$ cat src/rtl/mtp_pkg.sv
`timescale 1ns / 1ps

package mtp_pkg;

   localparam int COORD_BITS_DEF = 12;
   localparam int ANGLE_BITS_DEF = 16;

   localparam int KIND_BITS      = 2;
   localparam int CORE_BITS      = 12;
   localparam int RADIUS_BITS    = 17;
   localparam int ACC_BITS       = 32;
   localparam int CORDIC_STEPS   = 28;
   localparam int PRESCALE_SHIFT = 20;
   localparam int CSR_INDEX_BITS = 1;

   localparam logic [RADIUS_BITS-1:0] RADIUS_MAX = '1;

   localparam logic [CSR_INDEX_BITS-1:0] CSR_CORE_ROW = 1'b0;
   localparam logic [CSR_INDEX_BITS-1:0] CSR_CORE_COL = 1'b1;

   typedef logic [ACC_BITS-1:0] acc_type;

   // Angles in units of 2^-32 of a full turn.
   localparam acc_type TURN_ZERO     = 32'h0000_0000;
   localparam acc_type TURN_QUARTER  = 32'h4000_0000;
   localparam acc_type TURN_HALF     = 32'h8000_0000;
   localparam acc_type TURN_3QUARTER = 32'hC000_0000;

   // atan(2^-i) in units of 2^-32 turn.
   localparam acc_type ATAN_TURNS [CORDIC_STEPS] = '{
      32'd536870912, 32'd316933406, 32'd167458907, 32'd85004756,
      32'd42667331,  32'd21354465,  32'd10679838,  32'd5340245,
      32'd2670163,   32'd1335087,   32'd667544,    32'd333772,
      32'd166886,    32'd83443,     32'd41722,     32'd20861,
      32'd10430,     32'd5215,      32'd2608,      32'd1304,
      32'd652,       32'd326,       32'd163,       32'd81,
      32'd41,        32'd20,        32'd10,        32'd5
   };

   // Sideband that travels with a transaction down the row of cells.
   typedef struct packed {
      logic [KIND_BITS-1:0] kind;
      logic                 fixed;
      acc_type              acc;
   } tag_type;

   // Radicand is 256 * (d0^2 + d1^2), rounded up to an even number of bits.
   function automatic int root_bits(input int coord_bits);
      return coord_bits + 5;
   endfunction

   function automatic int rad_bits(input int coord_bits);
      return 2 * (coord_bits + 5);
   endfunction

   function automatic int rem_bits(input int coord_bits);
      return coord_bits + 8;
   endfunction

   // Signed width of the scaled CORDIC vector, including the growth of the rotations.
   function automatic int vec_bits(input int coord_bits);
      return coord_bits + PRESCALE_SHIFT + 3;
   endfunction

endpackage

$ cat src/rtl/mtp_cell.sv
`timescale 1ns / 1ps

module mtp_cell #(
   parameter int COORD_BITS = mtp_pkg::COORD_BITS_DEF,
   parameter int STAGE      = 0
) (
   input  logic                          clock,
   input  logic                          reset,
   input  logic                          up_valid,
   output logic                          up_ready,
   input  mtp_pkg::tag_type              up_tag,
   input  logic signed [COORD_BITS+22:0] up_x,
   input  logic signed [COORD_BITS+22:0] up_y,
   input  logic [2*COORD_BITS+9:0]       up_rad,
   input  logic [COORD_BITS+7:0]         up_rem,
   input  logic [COORD_BITS+4:0]         up_root,
   output logic                          down_valid,
   input  logic                          down_ready,
   output mtp_pkg::tag_type              down_tag,
   output logic signed [COORD_BITS+22:0] down_x,
   output logic signed [COORD_BITS+22:0] down_y,
   output logic [2*COORD_BITS+9:0]       down_rad,
   output logic [COORD_BITS+7:0]         down_rem,
   output logic [COORD_BITS+4:0]         down_root
);
   import mtp_pkg::*;

   localparam int VEC_BITS  = vec_bits(COORD_BITS);
   localparam int RAD_BITS  = rad_bits(COORD_BITS);
   localparam int REM_BITS  = rem_bits(COORD_BITS);
   localparam int ROOT_BITS = root_bits(COORD_BITS);

   logic                       valid_ff;
   tag_type                    tag_ff, tag_in;
   logic signed [VEC_BITS-1:0] x_ff, x_in;
   logic signed [VEC_BITS-1:0] y_ff, y_in;
   logic [RAD_BITS-1:0]        rad_ff, rad_in;
   logic [REM_BITS-1:0]        rem_ff, rem_in;
   logic [ROOT_BITS-1:0]       root_ff, root_in;

   assign up_ready = !valid_ff || down_ready;

   // One micro-rotation; vectors on an axis already carry their exact angle.
   always_comb begin
      tag_in = up_tag;
      x_in   = up_x;
      y_in   = up_y;
      if (!up_tag.fixed) begin
         if (up_y > 0) begin
            x_in       = up_x + (up_y >>> STAGE);
            y_in       = up_y - (up_x >>> STAGE);
            tag_in.acc = up_tag.acc + ATAN_TURNS[STAGE];
         end else begin
            x_in       = up_x - (up_y >>> STAGE);
            y_in       = up_y + (up_x >>> STAGE);
            tag_in.acc = up_tag.acc - ATAN_TURNS[STAGE];
         end
      end
   end

   // One bit of the restoring square root, while radicand bits remain.
   generate
      if (STAGE < ROOT_BITS) begin : g_root
         logic [REM_BITS-1:0] shifted;
         logic [REM_BITS-1:0] trial;

         always_comb begin
            shifted = {up_rem[REM_BITS-3:0], up_rad[RAD_BITS-1 -: 2]};
            trial   = REM_BITS'({up_root, 2'b01});
            rad_in  = up_rad << 2;
            if (shifted >= trial) begin
               rem_in  = shifted - trial;
               root_in = {up_root[ROOT_BITS-2:0], 1'b1};
            end else begin
               rem_in  = shifted;
               root_in = {up_root[ROOT_BITS-2:0], 1'b0};
            end
         end
      end else begin : g_pass
         assign rad_in  = up_rad;
         assign rem_in  = up_rem;
         assign root_in = up_root;
      end
   endgenerate

   always_ff @(posedge clock) begin
      if (reset) begin
         valid_ff <= 1'b0;
      end else if (up_ready) begin
         valid_ff <= up_valid;
      end
      if (up_ready && up_valid) begin
         tag_ff  <= tag_in;
         x_ff    <= x_in;
         y_ff    <= y_in;
         rad_ff  <= rad_in;
         rem_ff  <= rem_in;
         root_ff <= root_in;
      end
   end

   assign down_valid = valid_ff;
   assign down_tag   = tag_ff;
   assign down_x     = x_ff;
   assign down_y     = y_ff;
   assign down_rad   = rad_ff;
   assign down_rem   = rem_ff;
   assign down_root  = root_ff;

endmodule

$ cat config.mk
export PLATFORM = sky130hd
export DESIGN_NAME = mtp_cell
export DESIGN_NICKNAME = d
export VERILOG_FILES = /design/src/rtl/mtp_pkg.sv /design/src/rtl/mtp_cell.sv
export SDC_FILE = /design/constraint.sdc
export NUM_CORES = 1
export LEC_CHECK = 0
export CORE_ASPECT_RATIO = 1.75
export CORE_MARGIN = 2
export CORE_UTILIZATION = 25
export CTS_BUF_LIST = sky130_fd_sc_hd__clkbuf_2 sky130_fd_sc_hd__clkbuf_4 sky130_fd_sc_hd__clkbuf_8
export DETAILED_ROUTE_END_ITERATION = 10
export DONT_BUFFER_PORTS = 1
export PLACE_DENSITY = 0.48
export SLEW_MARGIN = 20
export SYNTH_ARGS = -nofsm -noshare
export SYNTH_HDL_FRONTEND = slang
export SYNTH_SLANG_ARGS = --single-unit
$ cat constraint.sdc
create_clock -name clock -period 10.6 [get_ports clock]
set_clock_uncertainty 0.2 [all_clocks]
set_input_delay 1.06 -clock clock [delete_from_list [all_inputs] [get_ports clock]]
set_output_delay 1.06 -clock clock [all_outputs]
set_load 0.02 [all_outputs]
# == After elaboration in Yosys (flattened, before gate mapping) ==
# Index checks and enable logic that the tools add are counted.
# word_totals
reg_bits,175
output_inout_bits,178
# classes
n_lt_le_gt_ge,2
n_mux,8
n_reduce_logical,3
addsub,6
# op_table
op,n
2-to-1 mux 35 bit,4
subtractor 35 bit,2
2-to-1 mux 32 bit,2
adder 35 bit,1
> comparator 35 x 1 -> 1 bit (second input constant),1
adder 32 x 30 -> 32 bit (second input constant),1
subtractor 32 x 30 -> 32 bit (second input constant),1
greater-or-equal comparator 20 x 19 -> 1 bit,1
2-to-1 mux 20 bit,1
subtractor 20 x 19 -> 20 bit,1
logical AND 1 bit,1
zero test 1 bit,1
logical OR 1 bit,1
2-to-1 mux 1 bit,1

# == Longest topological paths before layout ==
# Gate-level depths: netlist (run 1).
# depth
ltp_word,3
depth_mapped,12
ltp_nobuf,12

# == Worst setup path after synthesis (run 1) ==
# OpenSTA, ideal clock, no wires.
# synth_path
kind,input port to flip-flop
startpoint,in down_ready
endpoint,reg rad_ff[10] (netlist: down_rad[10]) (enable)
required_time_ns,9.845
path_buffers,0
arrival_time_ns,5.333
setup_slack_ns,4.513
cell_stages,2
path_cell_list,nand2b_1 -> and2_1
# synth_between
elab_chain_cells,2
# synth_rtl
item,line_no,rtl
start: declaration,mtp_cell.sv:18,"input logic down_ready,"
logical OR 1 bit,mtp_cell.sv:41,assign up_ready = !valid_ff || down_ready;
logical AND 1 bit,mtp_cell.sv:92,if (up_ready && up_valid) begin
end signal: assignment,mtp_cell.sv:96,rad_ff <= rad_in;
end: declaration,mtp_cell.sv:37,"logic [RAD_BITS-1:0] rad_ff, rad_in;"
# Every way passes these cells.
# A chain may end at the register's enable or synchronous reset.

# == Worst setup path in the final report (run 1) ==
# layout_path
startpoint,in up_y[11]
endpoint,"reg y_ff[29] (netlist: down_y[29]), data pin"
# layout_between
elab_chain_cells,3
# layout_rtl
item,line_no,rtl
start: declaration,mtp_cell.sv:13,"input logic signed [COORD_BITS+22:0] up_y,"
adder 35 bit (tied with other cells),mtp_cell.sv:55,y_in = up_y + (up_x >>> STAGE);
2-to-1 mux 35 bit (*),mtp_cell.sv:49,if (up_y > 0) begin
2-to-1 mux 35 bit (*),mtp_cell.sv:48,if (!up_tag.fixed) begin
via y_in[29],mtp_cell.sv:36,"logic signed [VEC_BITS-1:0] y_ff, y_in;"
end signal: assignment,mtp_cell.sv:95,y_ff <= y_in;
end: declaration,mtp_cell.sv:36,
# The timed path passes the listed nets; every way through them passes the cells marked *.

==> results of run 1 <==
critical path, stage by stage:
cell and delay, ns:
nor4_1 0.79, nand3_1 0.23, nor3_1 0.36, nor2_4 0.04, buf_4 0.35, inv_2 0.69
buf_4 0.62, a21oi_1 0.08, o211ai_1 0.32, a21bo_1 0.21, o311ai_1 0.12, xnor2_1 0.20
mux2i_1 0.10
cells by family (layout without fill, tap and decap cells):
kind of cell,after synthesis,count (layout)
adder cells (fa/ha/maj),125,125
flip-flops,175,175
buffers and inverters,199,168
multiplexers,40,40
other,1,5
AND/OR/NAND/NOR,397,397
AO/OA/AOI/OAI,485,485
XOR/XNOR,68,68
cell usage in the layout (no fill, tap or decap), types with 6 or more instances in the layout:
master,Yosys,layout
and2_1,8,7
a31oi_1,11,11
clkbuf_8,0,17
xor2_1,14,14
inv_2,6,8
o21bai_1,29,29
nor2b_1,17,17
o21a_1,14,14
or2_2,6,6
o21ai_1,20,19
a21oi_1,176,176
mux2_2,9,9
nand2b_1,11,11
nand4_1,20,20
nor2_1,132,131
a21o_1,34,34
nor3_1,27,27
nand3_1,35,35
mux2i_1,31,31
nand2_1,86,86
a211oi_1,20,20
o211ai_1,17,17
inv_1,124,122
nor4_1,19,19
or3_1,15,15
buf_4,5,7
o31ai_1,11,11
ha_1,121,121
edfxtp_1,174,174
o21ai_0,66,66
xnor2_1,54,54
stage by stage:
| stage | setup WS, ns | instances | cell area [um2] | utilization | power [uW] |
|---|---|---|---|---|---|
| finish | 5.405 | 2153 | 14740 | 0.2715 | 1994 |
| CTS | 5.362 | 2150 | 14730 | 0.2714 | 2020 |
| global placement | 4.835 | 2119 | 14350 | 0.2643 | 1515 |
| global route | 5.213 | 2153 | 14740 | 0.2715 | 2098 |
| detailed placement | 4.801 | 2119 | 14350 | 0.2643 | 1518 |
| floorplan | 4.513 | 1491 | 13730 | - | 1360 |
registers in the layout, summed over array words and instances, names as in the netlist:
signal      flops
down_rem       20
down_valid      1
down_root      17
down_tag       35
down_y         35
down_x         35
down_rad       32
power by group:
group          leakage (uW)  switching (uW)  internal (uW)
registers           0.00169            98.5            844
logic               0.00384             361            199
clock network      0.000192             316            176
total               0.00572             776           1220
metal layers:
metal | wire [um] | part of all wire
met4 | 2811 | 0.052
met5 | 0 | 0
met2 | 29770 | 0.55
met3 | 4212 | 0.078
met1 | 17210 | 0.32
layout make-up:
type	instances	area, um2	share of cell area
multi-input combinational	1117	7702	0.5225
clock buffer	17	234.0	0.01587
antenna	3	7.507	0.0005093
timing repair buffer	7	52.55	0.003565
clock inverter	14	148.9	0.01010
sequential	175	5245	0.3558
inverter	130	488.0	0.03310
tap	690	863.3	0.05856
worst min-delay path by stage:
stage	startpoint	end	slack, ns	cells past startpoint
floorplan	down_valid$_SDFFE_PP0N_	down_valid$_SDFFE_PP0N_	0.53	2
global placement	down_valid$_SDFFE_PP0N_	down_valid$_SDFFE_PP0N_	0.65	2
detailed placement	down_valid$_SDFFE_PP0N_	down_valid$_SDFFE_PP0N_	0.66	2
CTS	reset	down_valid$_SDFFE_PP0N_	0.37	1
global route	reset	down_valid$_SDFFE_PP0N_	0.38	1
finish	up_tag[28]	down_tag[28]$_DFFE_PP_	0.41	0
==> results.py, run 1 <==
metrics = {
    "status": {
        "status": "finished, final reports clean",
    },
    "synth": {
        "synthCells": 1490,
        "synthFlopType": "edfxtp_1",
        "ys_seq_area_frac": 0.3820,
        "synth_top_area_cell": "edfxtp_1",
        "ys_types": 88,
        "avgSynthCellArea_um2": 9.214,
        "synth.area.top_cells": "edfxtp_1 (38%), ha_1 (11%), a21oi_1 (6.4%), nor2_1 (3.6%), xnor2_1 (3.4%)",
        "syn_area_um2": 13730,
        "synth-compound-area-share": 0.2311,
        "synth_top_area_frac": 0.3806,
        "muxShareOfSynthArea": 0.02998,
        "synthXorXnorAreaFrac": 0.04338,
        "yosys_warnings": 0,
        "async_flop_share": 0,
        "synth_enable_flop_cells": 174,
        "yosys.area_share.adder": 0.1161,
        "yosys-top-cells-count": "a21oi_1 (176), edfxtp_1 (174), nor2_1 (132)",
        "synth-seq-cells": 175,
        "synthSimpleGateAreaFrac": 0.1389,
        "yosysMostFrequentCell": "a21oi_1",
        "synth_top_family_by_area": "compound AO/OA/AOI/OAI gates",
    },
    "floorplanning": {
        "die_h_um": 314.0,
        "coreArea_um2": 54290,
        "die_width_um": 181.2,
        "num_rows": 113,
        "dieArea_um2": 56880,
        "io_pins": 358,
        "initial_utilization": 0.2529,
    },
    "clock_network": {
        "htreeDepth": 4,
        "cts_hold_buf": 0,
        "clockRootBuffer": "clkbuf_8",
        "cts_sinks": 175,
        "clockBufferDepth": 2,
        "ctsResizeCount": 0,
        "path_clk_slew_ns": 0.14,
        "clkLatencyLatePin_ns": 0.50,
        "cts_buffers": 17,
        "cts_tree": "built",
        "cts_setup_buffers": 0,
    },
    "global_routing": {
        "use_met1": 0.1612,
        "met2_usage": 0.3683,
        "first_global_vias": 11690,
        "grt_usage": 0.1842,
        "grt_max_degree": 98,
        "grt_antenna_before_repair": 5,
        "overflow": 0,
        "gr-usage-met3": 0.05391,
        "grt-busiest-layer": "met2",
        "grt_pass1_wl_um": 77080,
    },
    "worst_setup_path": {
        "ff2ff_path_depth": 4,
        "criticalPathCategory": "in2reg",
        "critical_path_required_ns": 10.64,
        "end_kind": "register",
        "critPathMaxFanout": 60,
        "reg2reg_to": "down_x[25]$_DFFE_PP_",
        "worstSetupEndpoint": "down_y[29]$_DFFE_PP_",
        "ff2ff_setup_slack_ns": 7.01,
        "critPathLaunch": "up_y[11]",
        "cp.arrival_ns": 5.23,
        "cp-start-kind": "input port",
        "worst_r2r_startpoint": "down_valid$_SDFFE_PP0N_",
    },
    "timing": {
        "drv_slew": 0,
        "hold_viol": 0,
        "holdWs_ns": 0.4146,
        "setup_tns_ns": 0,
        "setup_viol": 0,
        "slew_headroom": 0.3005,
        "fmaxAchievable_mhz": 192.5,
        "rsz0062_at_grt": "no",
        "finalCritPeriodShare": 0.4901,
        "worst_slew_pin_slew_ns": 1.049,
        "final.min_clock_period_ns": 5.195,
    },
    "detailed_routing": {
        "drcViolationCount": 0,
        "wirelength_um": 54000,
        "dr.first_iter.drc_count": 702,
        "routedWlPerCell_um": 25.08,
        "vias_per_cell": 5.311,
        "detail-route-antenna-nets": 0,
        "drt_first_pass_iters": 5,
        "routed-via-count": 11430,
    },
    "place": {
        "dp_hpwl_um": 43390,
        "gp_congestion": 0.9231,
        "io_buffers": 0,
    },
    "finish": {
        "syn_to_final_growth_pct": 7.372,
        "nets": 1753,
        "fillers": 5849,
        "drive_gt1_frac": 0.06027,
    },
    "power": {
        "ir_drop_mv": 0.07296,
        "power.density_nw_per_um2": 135.3,
        "p_leak_uw": 0.005718,
    },
    "min_path": {
        "hold_class": "in2reg",
    },
    "flow_run": {
        "drv_cap": 0,
    },
}
No activity file was read; power rests on OpenSTA's default activity.
==> inputs of run 2 (changes only) <==
clock period = 4.98 ns   (was 10.6 ns; I/O delays follow)
==> results.py, run 2 (synthesis results as in run 1) <==
metrics = {
    "finish": {
        "final_cell_mix": "a21oi_1 (176), edfxtp_1 (174), nor2_1 (131)",
        "final_common_cell": "a21oi_1",
        "fillers": 5734,
        "final_cells": 2283,
        "nets": 1884,
        "drive_gt1_frac": 0.06721,
        "syn_to_final_growth_pct": 16.90,
    },
    "global_routing": {
        "grt_antenna_before_repair": 2,
        "grt_pass1_wl_um": 80470,
        "overflow": 0,
        "first_global_vias": 12480,
        "grt_usage": 0.1919,
        "grt_max_degree": 64,
    },
    "clock_network": {
        "cts_sinks": 175,
        "clkLatencyLatePin_ns": 0.51,
        "path_clk_slew_ns": 0.12,
        "clockRootBuffer": "clkbuf_8",
        "cts_setup_buffers": 0,
        "ctsResizeCount": 0,
        "htreeDepth": 4,
        "clockBufferDepth": 2,
        "cts_tree": "built",
        "cts_buffers": 17,
    },
    "timing": {
        "setup_tns_ns": 0,
        "rsz0062_at_grt": "no",
        "finalCritPeriodShare": 0.7783,
        "worst_slew_pin_slew_ns": 1.158,
        "final.min_clock_period_ns": 3.876,
        "drv_slew": 0,
        "hold_viol": 0,
        "slew_headroom": 0.2082,
        "setup_viol": 0,
        "fmaxAchievable_mhz": 258.0,
    },
    "detailed_routing": {
        "routed-via-count": 11990,
        "routedWlPerCell_um": 24.60,
        "drt_first_pass_iters": 5,
        "wirelength_um": 56160,
        "vias_per_cell": 5.250,
        "detail-route-antenna-nets": 0,
        "drcViolationCount": 0,
        "dr.first_iter.drc_count": 733,
    },
    "floorplanning": {
        "die_h_um": 314.0,
        "num_rows": 113,
        "io_pins": 358,
        "die_width_um": 181.2,
        "initial_utilization": 0.2529,
        "coreArea_um2": 54290,
        "dieArea_um2": 56880,
    },
    "worst_setup_path": {
        "cp-start-kind": "input port",
        "criticalPathCategory": "in2reg",
        "reg2reg_to": "down_x[22]$_DFFE_PP_",
        "critPathMaxFanout": 13,
        "cp.arrival_ns": 3.98,
        "ff2ff_setup_slack_ns": 2.37,
        "worstSetupEndpoint": "down_x[30]$_DFFE_PP_",
        "critical_path_required_ns": 5.08,
        "critPathLaunch": "up_x[23]",
        "end_kind": "register",
        "ff2ff_path_depth": 3,
        "worst_r2r_startpoint": "down_valid$_SDFFE_PP0N_",
    },
    "status": {
        "status": "finished, final reports clean",
    },
    "place": {
        "dp_hpwl_um": 44200,
        "io_buffers": 0,
        "gp_congestion": 0.9386,
        "placed_cells": 2136,
    },
    "flow_run": {
        "drv_cap": 0,
    },
    "min_path": {
        "hold_class": "in2reg",
    },
    "power": {
        "power.density_nw_per_um2": 271.1,
        "ir_drop_mv": 0.1629,
        "p_leak_uw": 0.006286,
    },
}
==> run 2: repair_timing <==
action / 4_1_cts / 5_1_grt
endpoints found under the hold margin: 129 / 0
hold buffers: 114 / 0
setup endpoints to repair: 0 / 0
==> run 2: layout make-up <==
type | instances | area, um2 | share of cell area
clock inverters | 14 | 142.6 | 0.008888
multi-input cells | 1117 | 7702 | 0.4799
clock buffers | 18 | 241.5 | 0.01505
well taps | 690 | 863.3 | 0.05379
diodes | 1 | 2.502 | 0.0001559
flip-flops and latches | 175 | 5245 | 0.3268
repair buffers | 138 | 1364 | 0.08498
inverters | 130 | 488.0 | 0.03040
==> run 2: power by group <==
group / total, uW / switching (uW) / internal (uW)
Combinational: 1320 / 814 / 501
Clock: 1030 / 658 / 375
Sequential: 2000 / 208 / 1790
==> run 2: worst min-delay path by stage <==
stage | startpoint | end | slack, ns | cells past startpoint
floorplan | reset | down_valid$_SDFFE_PP0N_ | 0.37 | 1
global placement | reset | down_valid$_SDFFE_PP0N_ | 0.38 | 1
detailed placement | reset | down_valid$_SDFFE_PP0N_ | 0.37 | 1
CTS | up_tag[32] | down_y[17]$_DFFE_PP_ | 0.001 | 1
global route | up_tag[32] | down_x[33]$_DFFE_PP_ | 0.01 | 1
finish | up_y[9] | down_y[9]$_DFFE_PP_ | 0.01 | 2
==> run 2: per-stage QoR <==
stage          instance area (um2)  hold WS, ns  power (uW)    util  setup slack, ns
2_1_floorplan                13730       0.3671        2887       -            1.391
3_3_place_gp                 14500       0.3757        3250  0.2671           0.8682
3_5_place_dp                 14500       0.3733        3254  0.2671           0.8779
4_1_cts                      16050     0.001131        4408  0.2956            1.215
5_1_grt                      16050      0.01130        4573  0.2956            1.050
6_report                     16050      0.01434        4351  0.2956            1.104
==> run 2: worst max-delay path: stages <==
cell	delay [ns]
dlygate4sd3_1	0.60
inv_1	0.08
ha_1	0.50
or3_1	0.49
o22ai_1	0.83
o21ai_1	0.24
a2111o_1	0.45
nand2_1	0.08
a2111oi_2	0.04
buf_4	0.17
==> run 2: routing by layer <==
layer / track usage / routed length [um]
met4: 0.1125 / 3277
met2: 0.3816 / 30700
met5: 0 / 13
met3: 0.04327 / 3582
met1: 0.1747 / 18590
==> inputs of run 3 (changes only) <==
PLACE_DENSITY = 0.5   (was 0.48)
clock period = 3.3 ns   (was 4.98 ns; I/O delays follow)
==> results.py, run 3 (synthesis results as in run 1) <==
metrics = {
    "clock_network": {
        "clockRootBuffer": "clkbuf_8",
        "cts_setup_buffers": 0,
        "htreeDepth": 4,
        "cts_sinks": 175,
        "cts_tree": "built",
        "cts_buffers": 17,
        "clockBufferDepth": 2,
        "clkLatencyLatePin_ns": 0.52,
        "path_clk_slew_ns": 0.12,
    },
    "floorplanning": {
        "dieArea_um2": 56880,
        "io_pins": 358,
        "coreArea_um2": 54290,
        "die_h_um": 314.0,
        "initial_utilization": 0.2529,
        "num_rows": 113,
        "die_width_um": 181.2,
    },
    "flow_run": {
        "drv_cap": 0,
    },
    "power": {
        "p_seq_frac": 0.421,
        "internal_power_uw": 4496,
        "power_uw": 7204,
        "p_sw_frac": 0.3760,
        "p_leak_uw": 0.007839,
        "p_comb_frac": 0.349,
        "power.density_nw_per_um2": 385.3,
        "p_sw_uw": 2709,
        "ir_drop_mv": 0.2300,
        "power_frac_clock": 0.230,
    },
    "worst_setup_path": {
        "criticalPathCategory": "in2reg",
        "reg2reg_to": "down_y[33]$_DFFE_PP_",
        "cp_slowest_cell": "dlygate4sd3_1",
        "worst_r2r_startpoint": "down_valid$_SDFFE_PP0N_",
        "cp_common_cell": "buf_4",
        "ff2ff_setup_slack_ns": 1.21,
        "critPathBufInv": 5,
        "critPathMaxFanout": 4,
        "cpPeakStageDelay_ns": 0.54,
        "end_kind": "register",
        "ff2ff_path_depth": 3,
        "cp.arrival_ns": 3.40,
        "cp-start-kind": "input port",
        "crit_family": "compound AO/OA/AOI/OAI gates",
        "path_cells": "dlygate4sd3_1 > inv_1 > ha_1 > a21oi_1 > buf_4 > o21ai_0 > a221oi_1 > o21a_1 > o211ai_1 > buf_4 > a211oi_1 > mux2_2 > a211oi_2 > buf_4",
        "critPathLaunch": "up_y[11]",
        "critical_path_required_ns": 3.50,
    },
    "timing": {
        "setup_viol": 0,
        "fmaxAchievable_mhz": 313.1,
        "hold_viol": 0,
        "final.min_clock_period_ns": 3.194,
        "slew_headroom": 0.5029,
        "finalCritPeriodShare": 0.9677,
        "worst_slew_pin_slew_ns": 0.7394,
        "fin_ws_ns": 0.1064,
        "rsz0062_at_grt": "yes",
        "drv_slew": 0,
    },
    "finish": {
        "drive_gt1_frac": 0.1941,
        "nets": 2203,
        "final_cells": 2604,
        "syn_to_final_growth_pct": 36.20,
        "final_cell_mix": "buf_4 (279), a21oi_1 (176), edfxtp_1 (174)",
        "fin_area_um2": 18700,
        "final_common_cell": "buf_4",
    },
    "min_path": {
        "hp-start": "up_tag[32]",
        "hold_class": "in2reg",
        "hold-path-cell-count": 3,
        "min_to": "down_y[10]$_DFFE_PP_",
    },
    "place": {
        "io_buffers": 0,
        "pre_cts_ws_ns": -0.4017,
        "dpl_cell_area_um2": 16550,
        "gp_congestion": 0.9228,
        "dp_hpwl_um": 48440,
        "placed_cells": 2399,
    },
    "global_routing": {
        "grt_antenna_before_repair": 5,
        "overflow": 0,
        "grt_usage": 0.2079,
        "first_global_vias": 13870,
        "grt_pass1_wl_um": 87590,
        "grt_max_degree": 84,
    },
    "detailed_routing": {
        "routed-via-count": 13330,
        "drcViolationCount": 0,
        "wirelength_um": 61010,
        "drt_first_pass_iters": 5,
        "detail-route-antenna-nets": 0,
        "vias_per_cell": 5.119,
        "dr.first_iter.drc_count": 754,
        "routedWlPerCell_um": 23.43,
    },
    "status": {
        "status": "finished, final reports clean",
    },
}
## run 3: cell types whose count changed in the layout (fill, tap and decap cells not counted), sizes merged
cell	delta
bufinv	+1
clkinv	+2
clkbuf	-1
diode	+2
dlygate4sd3	+56
buf	+263
clkinvlp	-2
## run 3: power by group through the flow
stage,Combinational [uW],Sequential (uW),Clock [uW]
after floorplan,1320,3030,0
after global placement,2280,3080,0
after detailed placement,2290,3090,0
after CTS,2500,3040,1730
after global routing,2710,3050,1790
final,2520,3030,1660
## run 3: worst min-delay path, stage by stage
cell     delay [ns]
nand2_1        0.06
o21ai_0        0.12
buf_4          0.13
## run 3: what timing repair did
item / 4_1_cts / 5_1_grt
hold buffers: 170 / 0
gates resized for setup: 0 / 5
endpoints found under the hold margin: 169 / 0
endpoints found under the setup margin: 0 / 6
## run 3: how the worst max path moves through the flow
stage | depth (start not counted) | to | slack (ns)
floorplan | 12 | down_y[34]$_DFFE_PP_ | 0.15
global placement | 14 | down_x[33]$_DFFE_PP_ | -0.42
detailed placement | 14 | down_x[33]$_DFFE_PP_ | -0.40
CTS | 14 | down_x[27]$_DFFE_PP_ | 0.03
global route | 14 | down_x[27]$_DFFE_PP_ | -0.05
finish | 14 | down_x[27]$_DFFE_PP_ | 0.11
## run 3: area by class of cell
type / count / area, um2
antenna: 3 / 7.507
clock buffer: 17 / 234.0
clock inverter: 15 / 172.7
fill: 5708 / 35590
inverter: 130 / 488.0
multi-input combinational: 1117 / 7715
sequential: 175 / 5245
tap: 690 / 863.3
timing repair buffer: 457 / 3974
## run 3: per-layer routing
layer  wire length (um)  vias up  track usage
met5                 11        -            0
met4               4299        2       0.1487
met3               3369      156      0.03968
met2              33160      548       0.4047
met1              20170     6354       0.1905
li1                   -     6269            -
## run 3: per-stage QoR
| step | utilization | TNS, ns | hold slack, ns |
|---|---|---|---|
| final | 0.3444 | 0 | 0.03285 |
| after detailed placement | 0.3049 | -4.018 | 0.2184 |
| after floorplan | - | 0 | 0.1991 |
| after global placement | 0.3049 | -3.728 | 0.2078 |
| after global routing | 0.3444 | -0.05118 | 0.02262 |
| after CTS | 0.3441 | 0 | 0.003588 |
